--- src/design/ffac_pkg.sv ---
// Package for the first-fit allocator: shared codes, state encoding and the
// structs that travel along the cell chains. No dependencies.
`default_nettype none
package ffac_pkg;

   localparam int ADDR_MAX = 40;
   localparam int SIZE_MAX = ADDR_MAX + 1;
   localparam int IDX_MAX  = 8;
   localparam int CSR_DATA_BITS  = 25;
   localparam int ALIGN_BITS     = 4;
   localparam int MAX_ALIGN_LOG2 = 12;

   localparam logic [1:0] STATUS_OK        = 2'd0;
   localparam logic [1:0] STATUS_NO_FIT    = 2'd1;
   localparam logic [1:0] STATUS_NOT_ALLOC = 2'd2;
   localparam logic [1:0] STATUS_FULL      = 2'd3;

   localparam logic FUNC_ALLOC   = 1'b0;
   localparam logic FUNC_RELEASE = 1'b1;

   localparam logic REG_ALIGN_LOG2  = 1'b0;
   localparam logic REG_ARENA_BYTES = 1'b1;

   localparam logic [ALIGN_BITS-1:0]    RESET_ALIGN_LOG2 = 4'd7;
   localparam logic [CSR_DATA_BITS-1:0] RESET_ARENA      = 25'd16777216;

   typedef enum logic [1:0] {
      ST_IDLE,
      ST_LSCAN,
      ST_ESCAN,
      ST_COMMIT
   } state_type;

   typedef enum logic {
      SCAN_FIT,
      SCAN_MERGE
   } ext_mode_type;

   typedef enum logic {
      SCAN_FREE,
      SCAN_MATCH
   } live_mode_type;

   // Search transaction walking the extent chain. Hit a is the fit or the
   // extent after the block, hit b the extent before it, s the free slot.
   typedef struct packed {
      logic                active;
      ext_mode_type        mode;
      logic [SIZE_MAX-1:0] key;
      logic [SIZE_MAX-1:0] start;
      logic                a_found;
      logic [IDX_MAX-1:0]  a_idx;
      logic [ADDR_MAX-1:0] a_off;
      logic [SIZE_MAX-1:0] a_size;
      logic                b_found;
      logic [IDX_MAX-1:0]  b_idx;
      logic [ADDR_MAX-1:0] b_off;
      logic [SIZE_MAX-1:0] b_size;
      logic                s_found;
      logic [IDX_MAX-1:0]  s_idx;
   } ext_pkt_type;

   typedef struct packed {
      logic                active;
      live_mode_type       mode;
      logic [ADDR_MAX-1:0] key;
      logic                found;
      logic [IDX_MAX-1:0]  idx;
      logic [SIZE_MAX-1:0] size;
   } live_pkt_type;

   typedef struct packed {
      logic                we;
      logic [IDX_MAX-1:0]  idx;
      logic                valid;
      logic [ADDR_MAX-1:0] off;
      logic [SIZE_MAX-1:0] size;
      logic                clr;
      logic [IDX_MAX-1:0]  clr_idx;
   } ext_wr_type;

   typedef struct packed {
      logic                we;
      logic [IDX_MAX-1:0]  idx;
      logic                valid;
      logic [ADDR_MAX-1:0] off;
      logic [SIZE_MAX-1:0] size;
   } live_wr_type;

endpackage
`default_nettype wire

--- src/design/ffac_live_cell.sv ---
// One live-allocation cell: holds one granted block and updates the search
// transaction passing through it. Depends on ffac_pkg.
`default_nettype none
module ffac_live_cell #(
   parameter int INDEX     = 0,
   parameter int ADDR_BITS = 24
) (
   input  wire logic                   clock,
   input  wire logic                   reset,
   input  wire logic                   init,
   input  wire ffac_pkg::live_pkt_type pkt_in,
   output      ffac_pkg::live_pkt_type pkt_out,
   input  wire ffac_pkg::live_wr_type  wr
);
   localparam int SW = ADDR_BITS + 1;
   localparam logic [ffac_pkg::IDX_MAX-1:0] MY_IDX = ffac_pkg::IDX_MAX'(INDEX);

   logic                 valid_ff;
   logic [ADDR_BITS-1:0] off_ff;
   logic [SW-1:0]        size_ff;
   logic                 hit;
   ffac_pkg::live_pkt_type pkt_in_c, pkt_ff;

   always_comb begin
      pkt_in_c = pkt_in;
      if (pkt_in.mode == ffac_pkg::SCAN_FREE) begin
         hit = !valid_ff;
      end else begin
         hit = valid_ff && off_ff == pkt_in.key[ADDR_BITS-1:0];
      end
      if (pkt_in.active && !pkt_in.found && hit) begin
         pkt_in_c.found = 1'b1;
         pkt_in_c.idx   = MY_IDX;
         pkt_in_c.size  = ffac_pkg::SIZE_MAX'(size_ff);
      end
   end

   always_ff @(posedge clock) begin
      if (reset) begin
         pkt_ff.active <= 1'b0;
      end else begin
         pkt_ff.active <= pkt_in_c.active;
      end
      pkt_ff.mode  <= pkt_in_c.mode;
      pkt_ff.key   <= pkt_in_c.key;
      pkt_ff.found <= pkt_in_c.found;
      pkt_ff.idx   <= pkt_in_c.idx;
      pkt_ff.size  <= pkt_in_c.size;
   end

   assign pkt_out = pkt_ff;

   always_ff @(posedge clock) begin
      if (reset || init) begin
         valid_ff <= 1'b0;
      end else if (wr.we && wr.idx == MY_IDX) begin
         valid_ff <= wr.valid;
      end
   end

   always_ff @(posedge clock) begin
      if (wr.we && wr.idx == MY_IDX) begin
         off_ff  <= wr.off[ADDR_BITS-1:0];
         size_ff <= wr.size[SW-1:0];
      end
   end
endmodule
`default_nettype wire
--- config.mk ---
export PLATFORM = sky130hd
export DESIGN_NAME = ffac_live_cell
export DESIGN_NICKNAME = d
export VERILOG_FILES = /design/src/design/ffac_pkg.sv /design/src/design/ffac_live_cell.sv
export SDC_FILE = /design/constraint.sdc
export NUM_CORES = 1
export LEC_CHECK = 0
export ABC_AREA = 0
export BUFFER_PORTS_ARGS = -buffer_cell sky130_fd_sc_hd__buf_2
export CORE_UTILIZATION = 38
export CTS_CLUSTER_DIAMETER = 30
export DETAILED_ROUTE_END_ITERATION = 8
export PLACE_DENSITY = 0.74
export SYNTH_ARGS = -nofsm -noshare
export SYNTH_HDL_FRONTEND = slang
export SYNTH_SLANG_ARGS = --single-unit
--- constraint.sdc ---
create_clock -name clock -period 2.84 [get_ports clock]
set_input_delay 0.426 -clock clock [delete_from_list [all_inputs] [get_ports clock]]
set_output_delay 0.426 -clock clock [all_outputs]
set_load 0.01 [all_outputs]
; After elaboration in Yosys (flattened, before gate mapping)
; Cells that the tools add are included.
[word_totals]
register_bits = 142
in_bits = 186
output_inout_bits = 92
elab_cells = 21
[classes]
eq_ne = 1
muxes = 2
n_reduce_logical = 8
[ops]
columns = operator, count
row1 = 25-bit two-way mux, 1
row2 = 24-bit equality test, 1
row3 = 8-bit zero test, 1
row4 = 1-bit logical AND, 4
row5 = 1-bit zero test, 2
row6 = 1-bit logical OR, 1
row7 = 1-bit two-way mux, 1

; Depth between registers and ports, before layout
[depth]
ltp_word = 5
depth_mapped = 6
mapped_depth_nobuf = 5

; Worst setup path after synthesis
; OpenSTA, ideal clock, no wires.
[synth_path]
path_type = in2reg
from = input wr[84] (netlist bit)
to = register valid_ff
setup_ns = 0.120
arrival_time_ns = 2.322
t_required_ns = 2.720
setup_slack_ns = 0.398
stages = 4
path_buffers = 0
cell_sequence = nor4_1 > and4b_1 > mux2i_1 > nor3_1
[synth_via]
elab_chain_len = 2
[synth_rtl]
columns = item, line
row1 = from (decl), ffac_live_cell.sv:13  ; input wire ffac_pkg::live_wr_type wr
row2 = 8-bit zero test, ffac_live_cell.sv:56  ; end else if (wr.we && wr.idx == MY_IDX) begin
row3 = 1-bit logical AND, ffac_live_cell.sv:56
row4 = to (signal assigned), ffac_live_cell.sv:57  ; valid_ff <= wr.valid;
row5 = to (decl), ffac_live_cell.sv:18  ; logic valid_ff;
; No other way between the ends.
; A chain may end at the register's enable or synchronous reset.

==> qor.yml <==
route:
  routed_wl_mm: 9.07
  drt_iter0_drc: 89
  vias_per_cell: 4.28
  drtPass1Iterations: 4
  remaining_drc_errors: 0
  postRouteAntennaNets: 0
  wl_per_cell_um: 13.6
  dr_total_vias: 2865
grt:
  grt_pass1_vias: 2952
  grt_pass1_wl_mm: 13.7
  grt_max_degree: 51
  grt.total_usage: 0.163
  grt-ovfl-total: 0
  antenna_found_initial: 0
critical_path:
  r2r_start: "off_ff[16]"
  reg2regPathDepth: 6
  critPathMaxStageDelay_ns: 0.48
  r2r-end: "pkt_out[2]"
  critPathLaunchType: "flip-flop"
  cp_max_fo: 50
  cp_slowest_cell: "nor4_1"
  r2r_setup_slack_ns: 0.70
  crit_arrival_ns: 2.54
  required_ns: 3.24
  endpoint_kind: "flip-flop"
  worstPathCellList: "xnor2_1, nand4_1, nor4_1, a21oi_4, buf_4, mux2_4"
  path_class: "reg -> reg"
  critical-path-top-delay-family: "simple AND/OR/NAND/NOR gates"
  path_buf_inv: 1
yosys:
  avgSynthCellArea_um2: 17.8
  synth_mux_area_frac: 0.0910
  synthCells: 238
  synth_top_family_by_area: "multiplexers"
  synthesis.area_um2: 4230
  synth_compound_area_frac: 0.00207
  synth-xor-area-share: 0.0496
  synth_nets: 424
  synth_fa_ha_area_frac: 0
  yosys_register_bits: 142
  ys.warnings.count: 0
  synth.distinct_cells: 19
  yosysSeqAreaShare: 0.787
  synthSimpleGateAreaFrac: 0.0603
clock_network:
  htreeDepth: 4
  cts_sinks: 142
  cts_tree: "built"
  post_cts_resized: 0
  numCtsBuffers: 17
  cts.path.max_buffers: 2
  post_cts_hold_buffer_count: 16
  clkLatencyLatePin_ns: 0.51
  clkTransAtPathRegs_ns: 0.06
  root_buffer: "clkbuf_8"
  cts_setup_buffers: 0
min_path:
  hp-start: "pkt_in[59]"
  hold_end: "pkt_out[59]"
  whs_path_depth: 1
  min_path_type: "in -> reg"
floorplanning:
  chipHeight_um: 108
  coreArea_um2: 10800
  die_x_um: 108
  num_rows: 38
  initial_utilization: 0.391
  dieArea_um2: 11600
  io_pins: 278
placed_design:
  io_buffer_count: 245
  gp_congestion: 0.733
  place_hpwl_mm: 6.73
  placed_area_um2: 5640
  pre_cts_slack_ns: 0.484
timing:
  max-slew-margin-rel: 0.560
  fin_setup_tns_ns: 0
  setup_viol: 0
  max_clock_freq_mhz: 467
  fin_ws_ns: 0.699
  slew_violations: 0
  finClkSkew_ns: 0.0112
  worst_pin_slew_ns: 0.660
  fin_crit_ns: 2.14
  hold_ws_ns: 0.0409
  rsz0062_at_grt: "no"
  hold_viol: 0
  period_share: 0.754
layout:
  multi_input_area_um2: 868
  n_fill_cell: 853
  diodes: 0
  drive_above_1_share: 0.573
  area.sequential_um2: 3330
  finalInstanceArea_um2: 6360
  fin_nets: 702
  area_growth_pct: 50.3
power_and_ir_drop:
  powerDensity_nw_per_um2: 726
  ir_drop_uv: 482
  p_leak_nw: 2.93
job:
  cap_violations: 0
run_status:
  outcome: "finished clean"
==> kinds of logic (layout without fill, tap and decap cells) <==
family / Yosys count / count (layout)
DFF: 142 / 142
buffers and inverters: 5 / 296
muxes: 26 / 26
AOI/OAI and AO/OA: 1 / 1
and+or+nand+nor: 40 / 40
xor gates and xnor gates: 24 / 24
==> worst max path at each step <==
| stage | to | cells after the start | from | slack, ns |
|---|---|---|---|---|
| 6_report | pkt_out[2] | 6 | off_ff[16] | 0.70 |
| 5_1_grt | pkt_out[13] | 6 | off_ff[16] | 0.54 |
| 4_1_cts | pkt_out[13] | 7 | off_ff[18] | 0.64 |
| 3_5_place_dp | pkt_out[13] | 8 | pkt_in[68] | 0.48 |
| 3_3_place_gp | pkt_out[4] | 8 | pkt_in[72] | 0.50 |
| 2_1_floorplan | valid_ff | 4 | wr[84] | 0.40 |
==> report_power, final <==
part	switching, W	internal, W	total [W]	leakage, nW
Combinational	0.000139	0.000198	0.000337	1.42
Clock	0.000785	0.00130	0.00208	0.282
Sequential	0.0000182	0.00218	0.00220	1.22
==> worst reg2reg max path: cells and delay by family (launching register included) <==
family,cells,cell delay (ns)
flops,1,0.40
compound gates,1,0.09
buf+inv,1,0.33
simple gates,2,0.60
mux,1,0.43
xor+xnor,1,0.19
==> registers in the layout (all words and copies together) (netlist names) <==
name,count
off_ff,24
pkt_out,92
size_ff,25
valid_ff,1
==> cell usage after synthesis <==
| cell type | number | area (um2) |
|---|---|---|
| buf_6 | 3 | 33.8 |
| dfxtp_1 | 93 | 1860 |
| and2_1 | 24 | 150 |
| xor2_1 | 1 | 8.76 |
| xnor2_1 | 23 | 201 |
| nor4_1 | 3 | 18.8 |
| nand3_1 | 1 | 5.00 |
| edfxtp_1 | 49 | 1470 |
| nor2b_1 | 1 | 6.26 |
| nand2b_1 | 1 | 6.26 |
| a21oi_2 | 1 | 8.76 |
| nor4b_1 | 1 | 8.76 |
| nand4_1 | 5 | 31.3 |
| and4b_1 | 1 | 10.0 |
| nor3_1 | 2 | 10.0 |
| clkbuf_1 | 2 | 7.51 |
| nand4b_1 | 1 | 8.76 |
| mux2i_1 | 1 | 10.0 |
| mux2_4 | 25 | 375 |
==> cell usage in the layout (no fill, tap or decap), types with 2 or more instances in the layout <==
master         synthesis  layout
edfxtp_1              49      49
clkinv_4               0       2
dfxtp_1               93      93
dlygate4sd3_1          0      16
clkbuf_16              0      17
bufinv_16              0       2
xnor2_1               23      23
clkinv_2               0       4
clkbuf_1               2       4
mux2_4                25      25
nor4_1                 3       3
inv_4                  0       2
nor3_1                 2       2
nand4_1                5       5
and2_1                24      24
buf_2                  0     245
buf_4                  0       2
==> routing by layer <==
layer	up-vias	wire (um)	GRT usage
met2	139	4840	0.287
li1	1386	-	-
met1	1327	3330	0.163
met3	13	731	0.0678
met5	-	0	0
met4	0	167	0.0841
==> metrics by stage <==
step	util	std cells	total power [W]
finish	0.587	669	0.00462
global route	0.587	669	0.00480
CTS	0.587	669	0.00468
detailed placement	0.520	621	0.00257
global placement	0.520	621	0.00255
floorplan	-	238	0.00237
==> layout make-up <==
class	count	share of cell area
clock inverters	10	0.0173
multi-input cells	91	0.136
repair buffers	264	0.223
well taps	140	0.0275
clock buffers	22	0.0714
flip-flops and latches	142	0.524
No activity file was read; power rests on OpenSTA's default activity.
