--- src/design/ffac_pkg.sv ---
// Package for the first-fit allocator: shared codes, state encoding and the
// structs that travel along the cell chains. No dependencies.
`default_nettype none
package ffac_pkg;

   localparam int ADDR_MAX = 40;
   localparam int SIZE_MAX = ADDR_MAX + 1;
   localparam int IDX_MAX  = 8;
   localparam int CSR_DATA_BITS  = 25;
   localparam int ALIGN_BITS     = 4;
   localparam int MAX_ALIGN_LOG2 = 12;

   localparam logic [1:0] STATUS_OK        = 2'd0;
   localparam logic [1:0] STATUS_NO_FIT    = 2'd1;
   localparam logic [1:0] STATUS_NOT_ALLOC = 2'd2;
   localparam logic [1:0] STATUS_FULL      = 2'd3;

   localparam logic FUNC_ALLOC   = 1'b0;
   localparam logic FUNC_RELEASE = 1'b1;

   localparam logic REG_ALIGN_LOG2  = 1'b0;
   localparam logic REG_ARENA_BYTES = 1'b1;

   localparam logic [ALIGN_BITS-1:0]    RESET_ALIGN_LOG2 = 4'd7;
   localparam logic [CSR_DATA_BITS-1:0] RESET_ARENA      = 25'd16777216;

   typedef enum logic [1:0] {
      ST_IDLE,
      ST_LSCAN,
      ST_ESCAN,
      ST_COMMIT
   } state_type;

   typedef enum logic {
      SCAN_FIT,
      SCAN_MERGE
   } ext_mode_type;

   typedef enum logic {
      SCAN_FREE,
      SCAN_MATCH
   } live_mode_type;

   // Search transaction walking the extent chain. Hit a is the fit or the
   // extent after the block, hit b the extent before it, s the free slot.
   typedef struct packed {
      logic                active;
      ext_mode_type        mode;
      logic [SIZE_MAX-1:0] key;
      logic [SIZE_MAX-1:0] start;
      logic                a_found;
      logic [IDX_MAX-1:0]  a_idx;
      logic [ADDR_MAX-1:0] a_off;
      logic [SIZE_MAX-1:0] a_size;
      logic                b_found;
      logic [IDX_MAX-1:0]  b_idx;
      logic [ADDR_MAX-1:0] b_off;
      logic [SIZE_MAX-1:0] b_size;
      logic                s_found;
      logic [IDX_MAX-1:0]  s_idx;
   } ext_pkt_type;

   typedef struct packed {
      logic                active;
      live_mode_type       mode;
      logic [ADDR_MAX-1:0] key;
      logic                found;
      logic [IDX_MAX-1:0]  idx;
      logic [SIZE_MAX-1:0] size;
   } live_pkt_type;

   typedef struct packed {
      logic                we;
      logic [IDX_MAX-1:0]  idx;
      logic                valid;
      logic [ADDR_MAX-1:0] off;
      logic [SIZE_MAX-1:0] size;
      logic                clr;
      logic [IDX_MAX-1:0]  clr_idx;
   } ext_wr_type;

   typedef struct packed {
      logic                we;
      logic [IDX_MAX-1:0]  idx;
      logic                valid;
      logic [ADDR_MAX-1:0] off;
      logic [SIZE_MAX-1:0] size;
   } live_wr_type;

endpackage
`default_nettype wire

--- src/design/ffac_ext_cell.sv ---
// One free-extent cell: holds one extent and updates the search transaction
// passing through it. Depends on ffac_pkg.
`default_nettype none
module ffac_ext_cell #(
   parameter int INDEX     = 0,
   parameter int ADDR_BITS = 24
) (
   input  wire logic                        clock,
   input  wire logic                        reset,
   input  wire logic                        init,
   input  wire logic [ffac_pkg::SIZE_MAX-1:0] init_size,
   input  wire ffac_pkg::ext_pkt_type       pkt_in,
   output      ffac_pkg::ext_pkt_type       pkt_out,
   input  wire ffac_pkg::ext_wr_type        wr
);
   localparam int SW = ADDR_BITS + 1;
   localparam logic [ffac_pkg::IDX_MAX-1:0] MY_IDX = ffac_pkg::IDX_MAX'(INDEX);

   logic                 valid_ff;
   logic [ADDR_BITS-1:0] off_ff;
   logic [SW-1:0]        size_ff;
   logic [SW-1:0]        end_pos;
   ffac_pkg::ext_pkt_type pkt_in_c, pkt_ff;

   assign end_pos = SW'(off_ff) + size_ff;

   always_comb begin
      pkt_in_c = pkt_in;
      if (pkt_in.active) begin
         if (pkt_in.mode == ffac_pkg::SCAN_FIT) begin
            if (!pkt_in.a_found && valid_ff && size_ff >= pkt_in.key[SW-1:0]) begin
               pkt_in_c.a_found = 1'b1;
               pkt_in_c.a_idx   = MY_IDX;
               pkt_in_c.a_off   = ffac_pkg::ADDR_MAX'(off_ff);
               pkt_in_c.a_size  = ffac_pkg::SIZE_MAX'(size_ff);
            end
         end else begin
            if (!valid_ff) begin
               if (!pkt_in.s_found) begin
                  pkt_in_c.s_found = 1'b1;
                  pkt_in_c.s_idx   = MY_IDX;
               end
            end else if (!pkt_in.a_found && SW'(off_ff) == pkt_in.key[SW-1:0]) begin
               pkt_in_c.a_found = 1'b1;
               pkt_in_c.a_idx   = MY_IDX;
               pkt_in_c.a_off   = ffac_pkg::ADDR_MAX'(off_ff);
               pkt_in_c.a_size  = ffac_pkg::SIZE_MAX'(size_ff);
            end else if (!pkt_in.b_found && end_pos == pkt_in.start[SW-1:0]) begin
               pkt_in_c.b_found = 1'b1;
               pkt_in_c.b_idx   = MY_IDX;
               pkt_in_c.b_off   = ffac_pkg::ADDR_MAX'(off_ff);
               pkt_in_c.b_size  = ffac_pkg::SIZE_MAX'(size_ff);
            end
         end
      end
   end

   always_ff @(posedge clock) begin
      if (reset) begin
         pkt_ff.active <= 1'b0;
      end else begin
         pkt_ff.active <= pkt_in_c.active;
      end
      pkt_ff.mode    <= pkt_in_c.mode;
      pkt_ff.key     <= pkt_in_c.key;
      pkt_ff.start   <= pkt_in_c.start;
      pkt_ff.a_found <= pkt_in_c.a_found;
      pkt_ff.a_idx   <= pkt_in_c.a_idx;
      pkt_ff.a_off   <= pkt_in_c.a_off;
      pkt_ff.a_size  <= pkt_in_c.a_size;
      pkt_ff.b_found <= pkt_in_c.b_found;
      pkt_ff.b_idx   <= pkt_in_c.b_idx;
      pkt_ff.b_off   <= pkt_in_c.b_off;
      pkt_ff.b_size  <= pkt_in_c.b_size;
      pkt_ff.s_found <= pkt_in_c.s_found;
      pkt_ff.s_idx   <= pkt_in_c.s_idx;
   end

   assign pkt_out = pkt_ff;

   always_ff @(posedge clock) begin
      if (reset) begin
         valid_ff <= (INDEX == 0);
      end else if (init) begin
         valid_ff <= (INDEX == 0);
      end else if (wr.we && wr.idx == MY_IDX) begin
         valid_ff <= wr.valid;
      end else if (wr.clr && wr.clr_idx == MY_IDX) begin
         valid_ff <= 1'b0;
      end
   end

   // The top level holds init high during reset so that the first cell
   // starts out covering the whole arena.
   always_ff @(posedge clock) begin
      if (init) begin
         off_ff  <= '0;
         size_ff <= init_size[SW-1:0];
      end else if (wr.we && wr.idx == MY_IDX) begin
         off_ff  <= wr.off[ADDR_BITS-1:0];
         size_ff <= wr.size[SW-1:0];
      end
   end
endmodule
`default_nettype wire

--- config.mk ---
export PLATFORM = sky130hd
export DESIGN_NAME = ffac_ext_cell
export DESIGN_NICKNAME = d
export VERILOG_FILES = /design/src/design/ffac_pkg.sv /design/src/design/ffac_ext_cell.sv
export SDC_FILE = /design/constraint.sdc
export NUM_CORES = 1
export LEC_CHECK = 0
export ABC_AREA = 1
export BUFFER_PORTS_ARGS = -buffer_cell sky130_fd_sc_hd__buf_2
export CORE_AREA = 2 2 271 273
export CTS_BUF_LIST = sky130_fd_sc_hd__clkbuf_8 sky130_fd_sc_hd__clkbuf_16
export CTS_CLUSTER_SIZE = 25
export DETAILED_ROUTE_END_ITERATION = 10
export DIE_AREA = 0 0 273 275
export GPL_TIMING_DRIVEN = 0
export PLACE_DENSITY = 0.42
export SETUP_SLACK_MARGIN = 0.15
export SLEW_MARGIN = 20
export SYNTH_ARGS = -nofsm -noshare
export SYNTH_HDL_FRONTEND = slang
export SYNTH_SLANG_ARGS = --single-unit
--- constraint.sdc ---
create_clock -name clock -period 7.9 [get_ports clock]
set_input_delay 0.395 -clock clock [delete_from_list [all_inputs] [get_ports clock]]
set_output_delay 0.395 -clock clock [all_outputs]
set_load 0.02 [all_outputs]
### Word-level counts from Yosys, hierarchy flattened

Cells that the tools add are included.

| word-level totals | value |
|---|---|
| bits in registers | 323 |
| logic and storage cells | 48 |
| input port bits | 417 |
| output and inout bits | 273 |

| operators by class | value |
|---|---|
| equality and inequality tests | 2 |
| $add $sub $neg | 1 |
| muxes and demuxes | 14 |
| reduce and logical (&&, ||, !) cells | 13 |
| magnitude comparators | 1 |

Operators with widths:

| cell | count |
|---|---|
| 90-bit two-way mux | 5 |
| 189-bit two-way mux | 1 |
| 180-bit two-way mux | 1 |
| 99-bit two-way mux | 1 |
| 25-bit two-way mux | 2 |
| 24-bit by 25-bit adder with 25-bit output | 1 |
| 24-bit by 25-bit equality test with 1-bit output | 1 |
| 25-bit equality test | 1 |
| 25-bit greater-or-equal comparator | 1 |
| 8-bit logical NOT | 2 |
| 9-bit two-way mux | 1 |
| 8-bit two-way mux | 1 |
| 1-bit logical AND | 6 |
| 2-bit nonzero test | 2 |
| 1-bit logical NOT | 2 |
| 1-bit two-way mux | 2 |
| 2-bit OR reduction | 1 |

### Depth between registers and ports, before layout

Gate-level depths: netlist (run 1).

| logic depth | value |
|---|---|
| word-level depth | 8 |
| depth in mapped cells | 20 |

### Worst setup path after synthesis (run 1)

Ideal clock, no wire load.

| timing path | value |
|---|---|
| path kind | register -> register |
| start point | register size_ff[0] |
| end point | register pkt_ff, in the netlist pkt_out[89] |
| period minus slack after synthesis | 2575 ps |
| cell stages (with the launch flop) | 19 |
| slack | 5325 ps |
| arrival time | 2467 ps |
| required time | 7792 ps |
| cells stage by stage | edfxtp_1 ha_1 fa_1 nand3_1 nand2_1 nand2_1 nand3_1 nand2_1 nand2_1 nand2_1 nand3_1 nand2_1 nand3_1 nor2_1 nand4_2 buf_6 buf_6 nand2_1 inv_2 |

RTL lines:

| element | line | text |
|---|---|---|
| start, declared | ffac_ext_cell.sv:21 | `logic [SW-1:0] size_ff;` |
| start signal, assigned | ffac_ext_cell.sv:98 | `size_ff <= init_size[SW-1:0];` |
| start signal, assigned | ffac_ext_cell.sv:101 | `size_ff <= wr.size[SW-1:0];` |
| end, declared | ffac_ext_cell.sv:23 | `ffac_pkg::ext_pkt_type pkt_in_c, pkt_ff;` |

==> results of run 1 <==
## path summary, 6_finish.rpt
| path | cells past startpoint | slack [ps] | to |
|---|---|---|---|
| setup / recovery | 16 | 3780 | pkt_out[64]$_DFF_P_ |
| hold / removal | 3 | 40 | pkt_out[7]$_DFF_P_ |
| setup reg to reg | 16 | 3780 | pkt_out[64]$_DFF_P_ |
| hold reg to reg | 2 | 570 | valid_ff$_SDFFE_PP1P_ |
## worst reg2reg max path, cell delays in order (launching register included)
cell and delay (ps):
edfxtp_1 600, ha_1 500, nand2_2 160, inv_1 50
nand2_1 60, nand2_1 100, a21oi_1 440, nand2_2 130
nand2_1 80, nand2_1 50, nor2_1 150, nand4_1 120
nor2_1 700, buf_2 360, nand4_1 260, nand2_1 210
inv_1 50
## power by group through the flow
stage	logic, W	registers (W)	clock network, W
after detailed placement	0.000745	0.00185	0
after floorplan	0.000296	0.00194	0
after global routing	0.000876	0.00183	0.00215
final	0.000792	0.00182	0.00202
after CTS	0.000803	0.00182	0.00209
after global placement	0.000744	0.00185	0
## timing repair
| item | 4_1_cts | 5_1_grt |
|---|---|---|
| hold endpoints to repair | 142 | 1 |
| hold buffers | 142 | 1 |
| endpoints found under the setup margin | 0 | 0 |
## final cells by class
type,count,share of cell area (%)
flip-flops and latches,323,29.8
diodes,10,0.111
multi-input cells,1311,28.1
clock inverters,22,1.12
well taps,959,5.33
repair buffers,784,20.7
plain buffers,90,1.66
clock buffers,53,5.34
inverters,468,7.80
## stage by stage
stage          util (%)  instances  total power, W
6_report           31.1       4020         0.00463
5_1_grt            31.1       4016         0.00486
4_1_cts            31.1       4009         0.00472
3_5_place_dp       27.1       3792         0.00260
3_3_place_gp       27.0       3791         0.00260
2_1_floorplan         -       2192         0.00224
## Yosys cell counts, drive strengths merged, types with 3 or more instances
master / count
nand4: 72
nor4: 6
clkinv: 3
nand3b: 5
nand2: 576
xor2: 16
dfxtp: 298
o22ai: 9
o21ai: 80
ha: 49
o211ai: 3
nor3: 5
nand3: 155
clkbuf: 66
buf: 24
a21oi: 156
inv: 465
nor2: 155
xnor2: 15
edfxtp: 25
## state kept, by name (all words and copies together), names as in the netlist
name	cells
off_ff	24
pkt_out	273
size_ff	25
valid_ff	1
## placed cells by master (no fill, tap or decap), types with 10 or more instances in the layout
cell             n
dfxtp_1        298
nand4_1         71
o21ai_0         80
inv_1          462
clkbuf_16       42
edfxtp_1        25
a21oi_1        156
dlygate4sd3_1  143
ha_1            49
nand3_1        155
xnor2_1         15
nor2_1         152
clkbuf_8        11
diode_2         10
clkbuf_1        66
buf_2          656
xor2_1          16
nand2_1        571
## cell families (layout without fill, tap and decap cells)
logic type               after synthesis  count (layout)
adder cells (fa/ha/maj)               50              50
AO/OA/AOI/OAI                        250             250
buffers and inverters                558            1417
AND/OR/NAND/NOR                      980             980
other                                  0              10
flip-flops                           323             323
XOR/XNOR                              31              31
## routing by layer
| metal | GRT usage [%] | wire (µm) | vias up |
|---|---|---|---|
| li1 | - | - | 8447 |
| met3 | 4.01 | 4560 | 91 |
| met5 | 0 | 102 | - |
| met2 | 34.5 | 37600 | 492 |
| met4 | 4.95 | 1450 | 18 |
| met1 | 23.8 | 32700 | 7507 |
==> metrics.txt, run 1 <==
CP required=roughly 8400 ps; filler cell count in the final layout=a little over 8000; Area Overhead vs Synth=48.4%; hold_ws=between 30 and 40 ps; drt initial violations=slightly above 800; fmax=around 240 MHz; minimum clock period=about 4100 ps; drt wl/cell=between 15 and 20 µm; core box area=around 72000 µm²; status=finished, final reports clean; switching power=between 0.001 and 0.0015 W; DP Wirelength=62900 µm; final period utilization=between 50% and 60%; syn avg cell area=about 7 µm²; first-pass GRT wire length=between 100000 and 150000 µm; initial antenna violation count=27; initial core utilization=between 20% and 30%; hold_sp=pkt_in[7]; CTS max path bufs=3; CTS tree=built; final antenna-violating net count=0; area leader, netlist=dfxtp_1; max incr delay on CP=roughly 700 ps; Setup crit end kind=flop; die area=75100 µm²; vias in the first global route=about 16000; Placement Cell Area=about 20000 µm²; Main synth FF type=dfxtp_1; Detailed Route WL=between 70000 and 80000 µm; CTS H-Tree Depth=2; Mapped Nets=2659; die span in x=273 µm; CTS root buffer=clkbuf_16; RSZ-0062 raised after global routing=false; IO Port Bufs=640; layout cells sized above 1=24.5%; largest net degree at the start of global routing=15; cts bufs inserted=a little over 40; Synth warnings=0; final-report max-slew violation count=0; worst skew pair latency=around 590 ps; post-synthesis sequential area ratio=roughly 44%; fin worst setup slack=between 3000 and 4000 ps; multi-input combinational cell area=approximately 6300 µm²; num ports=around 700; Worst-path clk slew=60 ps; setup bufs post-CTS=0; # setup viols final=0; simple-gate share of the synthesized area=27.3%; Comb pwr share=17.1%; Mapped Cells=2192; worst path cell trace=ha_1, nand2_2, inv_1, nand2_1, nand2_1, a21oi_1, nand2_2, nand2_1, nand2_1, nor2_1, nand4_1, nor2_1, buf_2, nand4_1, nand2_1, inv_1; post-synthesis compound-gate area fraction=approximately 8.4%; power per cell area=206 nW/µm²; post-synthesis mux area share=0%; flops & latches, synth=approximately 320; Worst Tran Pin Value=976 ps; largest family of logic cells by synthesized area=simple AND/OR/NAND/NOR gates; post-cts resize count=0; Hold Path Class=input port to flop; Seq pwr share=slightly below 40%; Relative slew margins=34.9%; Placement Setup Slack=3640 ps; reg2reg start=size_ff[10]$_DFFE_PP_; Rows=99; Crit Path Category=flop to flop; Net Sw Frac=29.3%; router iterations before antenna repair=5; critical path's most frequent cell=nand2_1; via count=roughly 17000; Critical Path AT=about 4600 ps; CP Max Fanout=10; Yosys cell types=34; final hold viol count=0; Adder-Cell Fraction of Synth Area=4.17%; DRC Markers=0; GRT Residual Overflow=0; storage element area=6720 µm²; Post-synth EDFFs=25; Clock Power Share=about 44%; P_leak=12.3 nW; Post-layout nets=about 3500; cell area after synthesis=around 15000 µm²; area of all placed cells without fillers=about 23000 µm²; Crit path max-delay family=simple AND/OR/NAND/NOR gates; clock sinks=323; cell internal pwr=approximately 0.0033 W; Synth area leaders=dfxtp_1 (39%), nand2_1 (14%), inv_1 (11%); die height=275 µm; CP Buf/Inv Count=3; maximum vdd drop=between 0.1 and 0.15 mV; gr usage total=~19%; Worst path slowest cell=nor2_1; crit path from=size_ff[10]$_DFFE_PP_; Post-Synth XOR/XNOR Area=under 10%; Yosys top cell area share=between 30 and 40%; max-cap violations=0; CP startpoint kind=flop; Vias per Instance=roughly 4; Routability Congestion=between 0.8 and 0.9; Setup TNS=0 ps; Setup Skew=35.2 ps; Async S/R FF share, synth=0%
No activity file was read; power rests on OpenSTA's default activity.
==> run 2, diff against run 1 <==
clock period = 3.9 ns   (was 7.9 ns; I/O delays follow)
==> metrics.txt, run 2 (same netlist as run 1, synthesis figures left out) <==
DP Wirelength=62900 µm (unchanged); first-pass GRT wire length=108000 µm (+2.6%); max incr delay on CP=620 ps (-80 ps); final period utilization=90.6% (+39 points); hold path cells=4 (+1); IO Port Bufs=640 (unchanged); # setup viols final=0 (unchanged); CP Buf/Inv Count=2 (-1); die area=75100 µm² (unchanged); fmax=283 MHz (+16%); vias in the first global route=16984 (+6.0%); final hold viol count=0 (unchanged); Placement Cell Area=19600 µm² (unchanged); power consumption=0.00958 W (+110%); max-cap violations=0 (unchanged); num ports=690 (unchanged); clock sinks=323 (unchanged); final-report max-slew violation count=0 (unchanged); Setup Skew=36.1 ps (+0.875 ps); switching power=0.00281 W (+110%); initial antenna violation count=12 (-56%); Area Overhead vs Synth=62.6%; status=finished, final reports clean; Reg2Reg Depth=17 (+1); largest net degree at the start of global routing=15 (unchanged); Hold Path End=pkt_out[3]$_DFF_P_; non-filler cells, final=4229 (+5.2%); gr usage total=19.7% (+0.28 points); CP startpoint kind=flop; placed instance count=3792 (unchanged); die height=275 µm (unchanged); CTS max path bufs=3 (unchanged); hold_sp=pkt_in[272]; commonest non-fill, non-tap cell in the layout=buf_2; Detailed Route WL=77400 µm (+1.3%); Hold Path Class=input port to flop; Routability Congestion=0.840 (unchanged); drt wl/cell=18.3 µm (-3.7%); Worst R2R End=pkt_out[64]$_DFF_P_; final antenna-violating net count=0 (unchanged); DRC Markers=0 (unchanged); Rows=99 (unchanged); hold_ws=72.4 ps (+35.8 ps); area of all placed cells without fillers=24700 µm² (+9.6%); Vias per Instance=4.10 (-0.53%); P_leak=13.3 nW (+7.4%); RSZ-0062 raised after global routing=true; Net Sw Frac=29.3% (-0.047 points); core box area=72300 µm² (unchanged); Post-layout nets=3698 (+6.1%); GRT Residual Overflow=0 (unchanged); max FFs per register=273 (unchanged); cell internal pwr=0.00677 W (+110%); minimum clock period=3530 ps (-583 ps); Worst Tran Pin Value=974 ps (-2.48 ps); die span in x=273 µm (unchanged); CTS tree=built; power per cell area=389 nW/µm² (+89%); CP required=4350 ps (-4000 ps); Setup crit end kind=flop; Relative slew margins=35.1% (+0.17 points); initial core utilization=21.0% (unchanged); worst path cell trace=ha_1, nand2_2, nor2_2, nand2_1, nor2_1, nand2_1, nand3_1, nand2_1, nand2_1, nand2_1, nor2_1, nand3_1, nor2_4, clkbuf_4, nand4_1, nand2_1, inv_1; CTS root buffer=clkbuf_16; maximum vdd drop=0.280 mV (+100%); worst skew pair latency=590 ps (about the same); layout cells sized above 1=23.4% (-1.1 points); Comb pwr share=18.8% (+1.7 points); via count=17323 (+4.6%); Crit Path Category=flop to flop; filler cell count in the final layout=7989 (-2.0%); Worst-path clk slew=60 ps (about the same); Worst path slowest cell=edfxtp_1; flop2flop setup slack=370 ps (-3420 ps); cts bufs inserted=41 (unchanged); Crit path max-delay family=simple AND/OR/NAND/NOR gates; critical path's most frequent cell=nand2_1; CTS H-Tree Depth=2 (unchanged); Clock Power Share=42.8% (-0.9 points); Seq pwr share=38.4% (-0.8 points); reg2reg start=size_ff[10]$_DFFE_PP_; router iterations before antenna repair=5 (unchanged); Critical Path AT=3980 ps (-580 ps); drt initial violations=803 (-3.1%); highest-count cells in the layout ignoring fill and taps=buf_2 (655), nand2_1 (570), inv_1 (462); Finished Core Util=34.1% (+3.0 points); CP Max Fanout=10 (unchanged)
-- run 2: cell types whose count changed in the layout (fill, tap and decap cells not counted), sizes merged --
cell and change:
clkbuf +1, dlygate4sd3 +207, diode -3, buf +4
-- run 2: repair_timing --
item,4_1_cts,5_1_grt
endpoints found under the hold margin,320,0
resized for setup,5,11
buffers inserted,3,2
hold buffers,350,0
setup endpoints to repair,102,86
pin swaps,2,1
-- run 2: metal layers --
| layer | wire length (µm) | part of all wire, % | up-vias | global-route usage, % |
|---|---|---|---|---|
| met5 | 65 | 0.084 | - | 0 |
| met4 | 1650 | 2.1 | 10 | 4.89 |
| met3 | 3920 | 5.1 | 83 | 3.18 |
| met2 | 38000 | 49 | 455 | 35.2 |
| met1 | 33700 | 44 | 7906 | 24.5 |
| li1 | - | - | 8869 | - |
-- run 2: final cells by class --
| class | count | area, µm² | share of cell area, % |
|---|---|---|---|
| clock inverter | 22 | 253 | 1.02 |
| timing repair buffer | 996 | 6780 | 27.5 |
| clock buffer | 53 | 1200 | 4.88 |
| tap | 959 | 1200 | 4.87 |
| antenna | 7 | 17.5 | 0.0710 |
| multi-input combinational | 1311 | 6350 | 25.7 |
| buffer | 90 | 382 | 1.55 |
| sequential | 323 | 6720 | 27.2 |
| inverter | 468 | 1760 | 7.12 |
-- run 2: power by group through the flow --
stage / combinational, W / clock (W) / sequential, W
6_report: 0.00180 / 0.00410 / 0.00368
2_1_floorplan: 0.000600 / 0 / 0.00393
3_5_place_dp: 0.00151 / 0 / 0.00376
5_1_grt: 0.00198 / 0.00436 / 0.00370
3_3_place_gp: 0.00151 / 0 / 0.00375
4_1_cts: 0.00181 / 0.00424 / 0.00368
-- run 2: worst register-to-register path, stage by stage, from the launching register on --
cell and delay, ps:
edfxtp_1 620, ha_1 580, nand2_2 140, nor2_2 240, nand2_1 120, nor2_1 100
nand2_1 80, nand3_1 90, nand2_1 50, nand2_1 130, nand2_1 70, nor2_1 100
nand3_1 130, nor2_4 240, clkbuf_4 270, nand4_1 240, nand2_1 210, inv_1 50
-- run 2: how the worst max path moves through the flow --
stage	cells after the start	start	slack [ps]	end
floorplan	18	size_ff[0]$_DFFE_PP_	1320	pkt_out[89]$_DFF_P_
global placement	16	size_ff[10]$_DFFE_PP_	-380	pkt_out[64]$_DFF_P_
detailed placement	17	size_ff[0]$_DFFE_PP_	-360	pkt_out[64]$_DFF_P_
CTS	11	size_ff[15]$_DFFE_PP_	190	pkt_out[125]$_DFF_P_
global route	17	size_ff[10]$_DFFE_PP_	130	pkt_out[64]$_DFF_P_
finish	17	size_ff[10]$_DFFE_PP_	370	pkt_out[64]$_DFF_P_
-- run 2: per-stage QoR --
step,TNS [ps],worst slack [ps]
floorplan,0,1320
finish,0,365
detailed placement,-5860,-358
CTS,0,195
global placement,-7100,-381
global route,0,133
==> run 3, diff against run 2 <==
PLACE_DENSITY = 0.44   (was 0.42)
clock period = 2.9 ns   (was 3.9 ns; I/O delays follow)
==> metrics.txt, run 3 (same netlist as run 1, synthesis figures left out) <==
minimum clock period=3050 ps (-489 ps); multi-input combinational cell area=7540 µm² (+19%); Critical Path AT=3500 ps (-480 ps); cts bufs inserted=41 (unchanged); CP startpoint kind=flop; Worst Tran Pin Value=1090 ps (+118 ps); router iterations before antenna repair=6 (+1); clock sinks=323 (unchanged); Crit Path Category=flop to flop; Finished Core Util=37.6% (+3.5 points); power per cell area=498 nW/µm² (+28%); flop2flop setup slack=-150 ps (-510 ps); final hold viol count=0 (unchanged); worst path cell trace=ha_4, buf_6, nand3_4, nand2_4, buf_6, nand2_2, nand3b_1, nand2_2, nor2_2, nand2_1, nor2_2, nand4_1, nor2_4, buf_12, buf_8, nand4_1, nand2_1, inv_1; highest-count cells in the layout ignoring fill and taps=buf_2 (641), nand2_1 (532), inv_1 (450); final antenna-violating net count=0 (unchanged); max-cap violations=0 (unchanged); Setup TNS=-5400 ps (-5400 ps); fin worst setup slack=-146 ps (-511 ps); ant diodes=0 (-7); storage element area=6730 µm² (+0.22%); IO Port Bufs=640 (unchanged); CTS H-Tree Depth=2 (unchanged); Placement Cell Area=19600 µm² (-0.10%); DP Wirelength=62900 µm (about the same); # setup viols final=98 (+98); via count=17866 (+3.1%); die span in x=273 µm (unchanged); commonest non-fill, non-tap cell in the layout=buf_2; grt met3 use=3.83% (+0.65 points); CP required=3360 ps (-990 ps); Detailed Route WL=81600 µm (+5.5%); CP Max Fanout=5 (-5); Area Overhead vs Synth=79.2%; GRT Max-Usage Layer=met2; Crit path max-delay family=simple AND/OR/NAND/NOR gates; violated checks=setup timing; initial core utilization=21.0% (unchanged); P_leak=14.1 nW (+6.6%); Worst path slowest cell=edfxtp_1; drt initial violations=848 (+5.6%); area of all placed cells without fillers=27200 µm² (+10%); drt wl/cell=18.9 µm (+3.5%); Routability Congestion=0.850 (+1.2%); GRT Residual Overflow=0 (unchanged); Post-layout nets=3790 (+2.5%); Placement Setup Slack=-1100 ps (-737 ps); Vias per Instance=4.14 (+1.1%); Setup Skew=31.1 ps (-4.98 ps); vias in the first global route=16991 (+0.041%); final period utilization=105% (+14 points); worst skew pair latency=580 ps (about the same); placed instance count=3791 (-0.026%); max FFs per register=273 (unchanged); initial antenna violation count=7 (-5); die height=275 µm (unchanged); Hold Path Class=input port to flop; CTS max path bufs=3 (unchanged); RSZ-0062 raised after global routing=true; DRC Markers=0 (unchanged); CP Buf/Inv Count=5 (+3); Relative slew margins=27.2% (-7.9 points); final-report max-slew violation count=0 (unchanged); Worst-path clk slew=70 ps (about the same); max incr delay on CP=510 ps (-110 ps); core box area=72300 µm² (unchanged); CTS root buffer=clkbuf_16; Setup crit end kind=flop; largest net degree at the start of global routing=26 (+11); maximum vdd drop=0.459 mV (+64%); status=finished, violations left; CTS tree=built; num ports=690 (unchanged); die area=75100 µm² (unchanged); filler cell count in the final layout=7726 (-3.3%); gr usage total=20.2% (+0.57 points); first-pass GRT wire length=112000 µm (+3.4%); non-filler cells, final=4313 (+2.0%); layout cells sized above 1=32.8% (+9.4 points); grt met1 use=26.5% (+1.9 points); Rows=99 (unchanged); met2 Usage GRT=34.7% (-0.45 points); fmax=328 MHz (+16%)
run 3: cell types whose count changed in the layout (fill, tap and decap cells not counted), moves of 29 or more:
cell | before | now
o21ai_0 | 80 | 30
nand2_2 | 6 | 39
a21oi_1 | 155 | 92
nor2_1 | 151 | 95
nor2_2 | 3 | 40
buf_6 | 2 | 31
nand2_1 | 570 | 532
o21ai_1 | 0 | 34
a21oi_2 | 1 | 52
buf_4 | 4 | 59
run 3: final timing paths:
| path | startpoint | to | depth (start not counted) |
|---|---|---|---|
| min | init_size[10] | size_ff[10]$_DFFE_PP_ | 3 |
| max reg2reg | size_ff[3]$_DFFE_PP_ | pkt_out[62]$_DFF_P_ | 18 |
| min reg2reg | off_ff[17]$_SDFFE_PP0P_ | off_ff[17]$_SDFFE_PP0P_ | 2 |
| max | size_ff[3]$_DFFE_PP_ | pkt_out[62]$_DFF_P_ | 18 |
run 3: tightest hold or removal path: stages:
cell and delay, ps:
buf_2 80, nand2_1 90, nand2_1 170
run 3: through the flow:
step           hold slack (ps)  power [W]
3_5_place_dp               249    0.00707
3_3_place_gp               247    0.00707
5_1_grt                   60.8     0.0141
4_1_cts                   14.0     0.0134
6_report                  59.8     0.0135
2_1_floorplan              173    0.00609
run 3: what timing repair did:
item                                    4_1_cts  5_1_grt
gates resized for setup                     208      275
cloned                                        3        7
hold endpoints to repair                    321        0
hold buffers                                356        0
pin swaps                                    50       92
endpoints found under the setup margin      180      180
buffers inserted                             55       27
run 3: area by class of cell:
type	instances	share of cell area [%]
Clock buffer	54	4.64
Multi-Input combinational cell	1311	27.7
Tap cell	959	4.42
Inverter	468	6.50
Sequential cell	323	24.8
Buffer	90	2.49
Clock inverter	20	0.879
Timing Repair Buffer	1088	28.6
run 3: report_power, final:
group | internal [W] | switching (W) | total (W)
Sequential | 0.00478 | 0.000111 | 0.00489
Combinational | 0.00133 | 0.00167 | 0.00300
Clock | 0.00343 | 0.00220 | 0.00564
Total | 0.00955 | 0.00398 | 0.0135
run 3: per-layer routing:
layer | part of all wire, % | vias to the layer above
li1 | - | 9035
met1 | 44 | 8201
met2 | 48 | 535
met3 | 5.6 | 83
met4 | 1.6 | 12
met5 | 0.096 | -
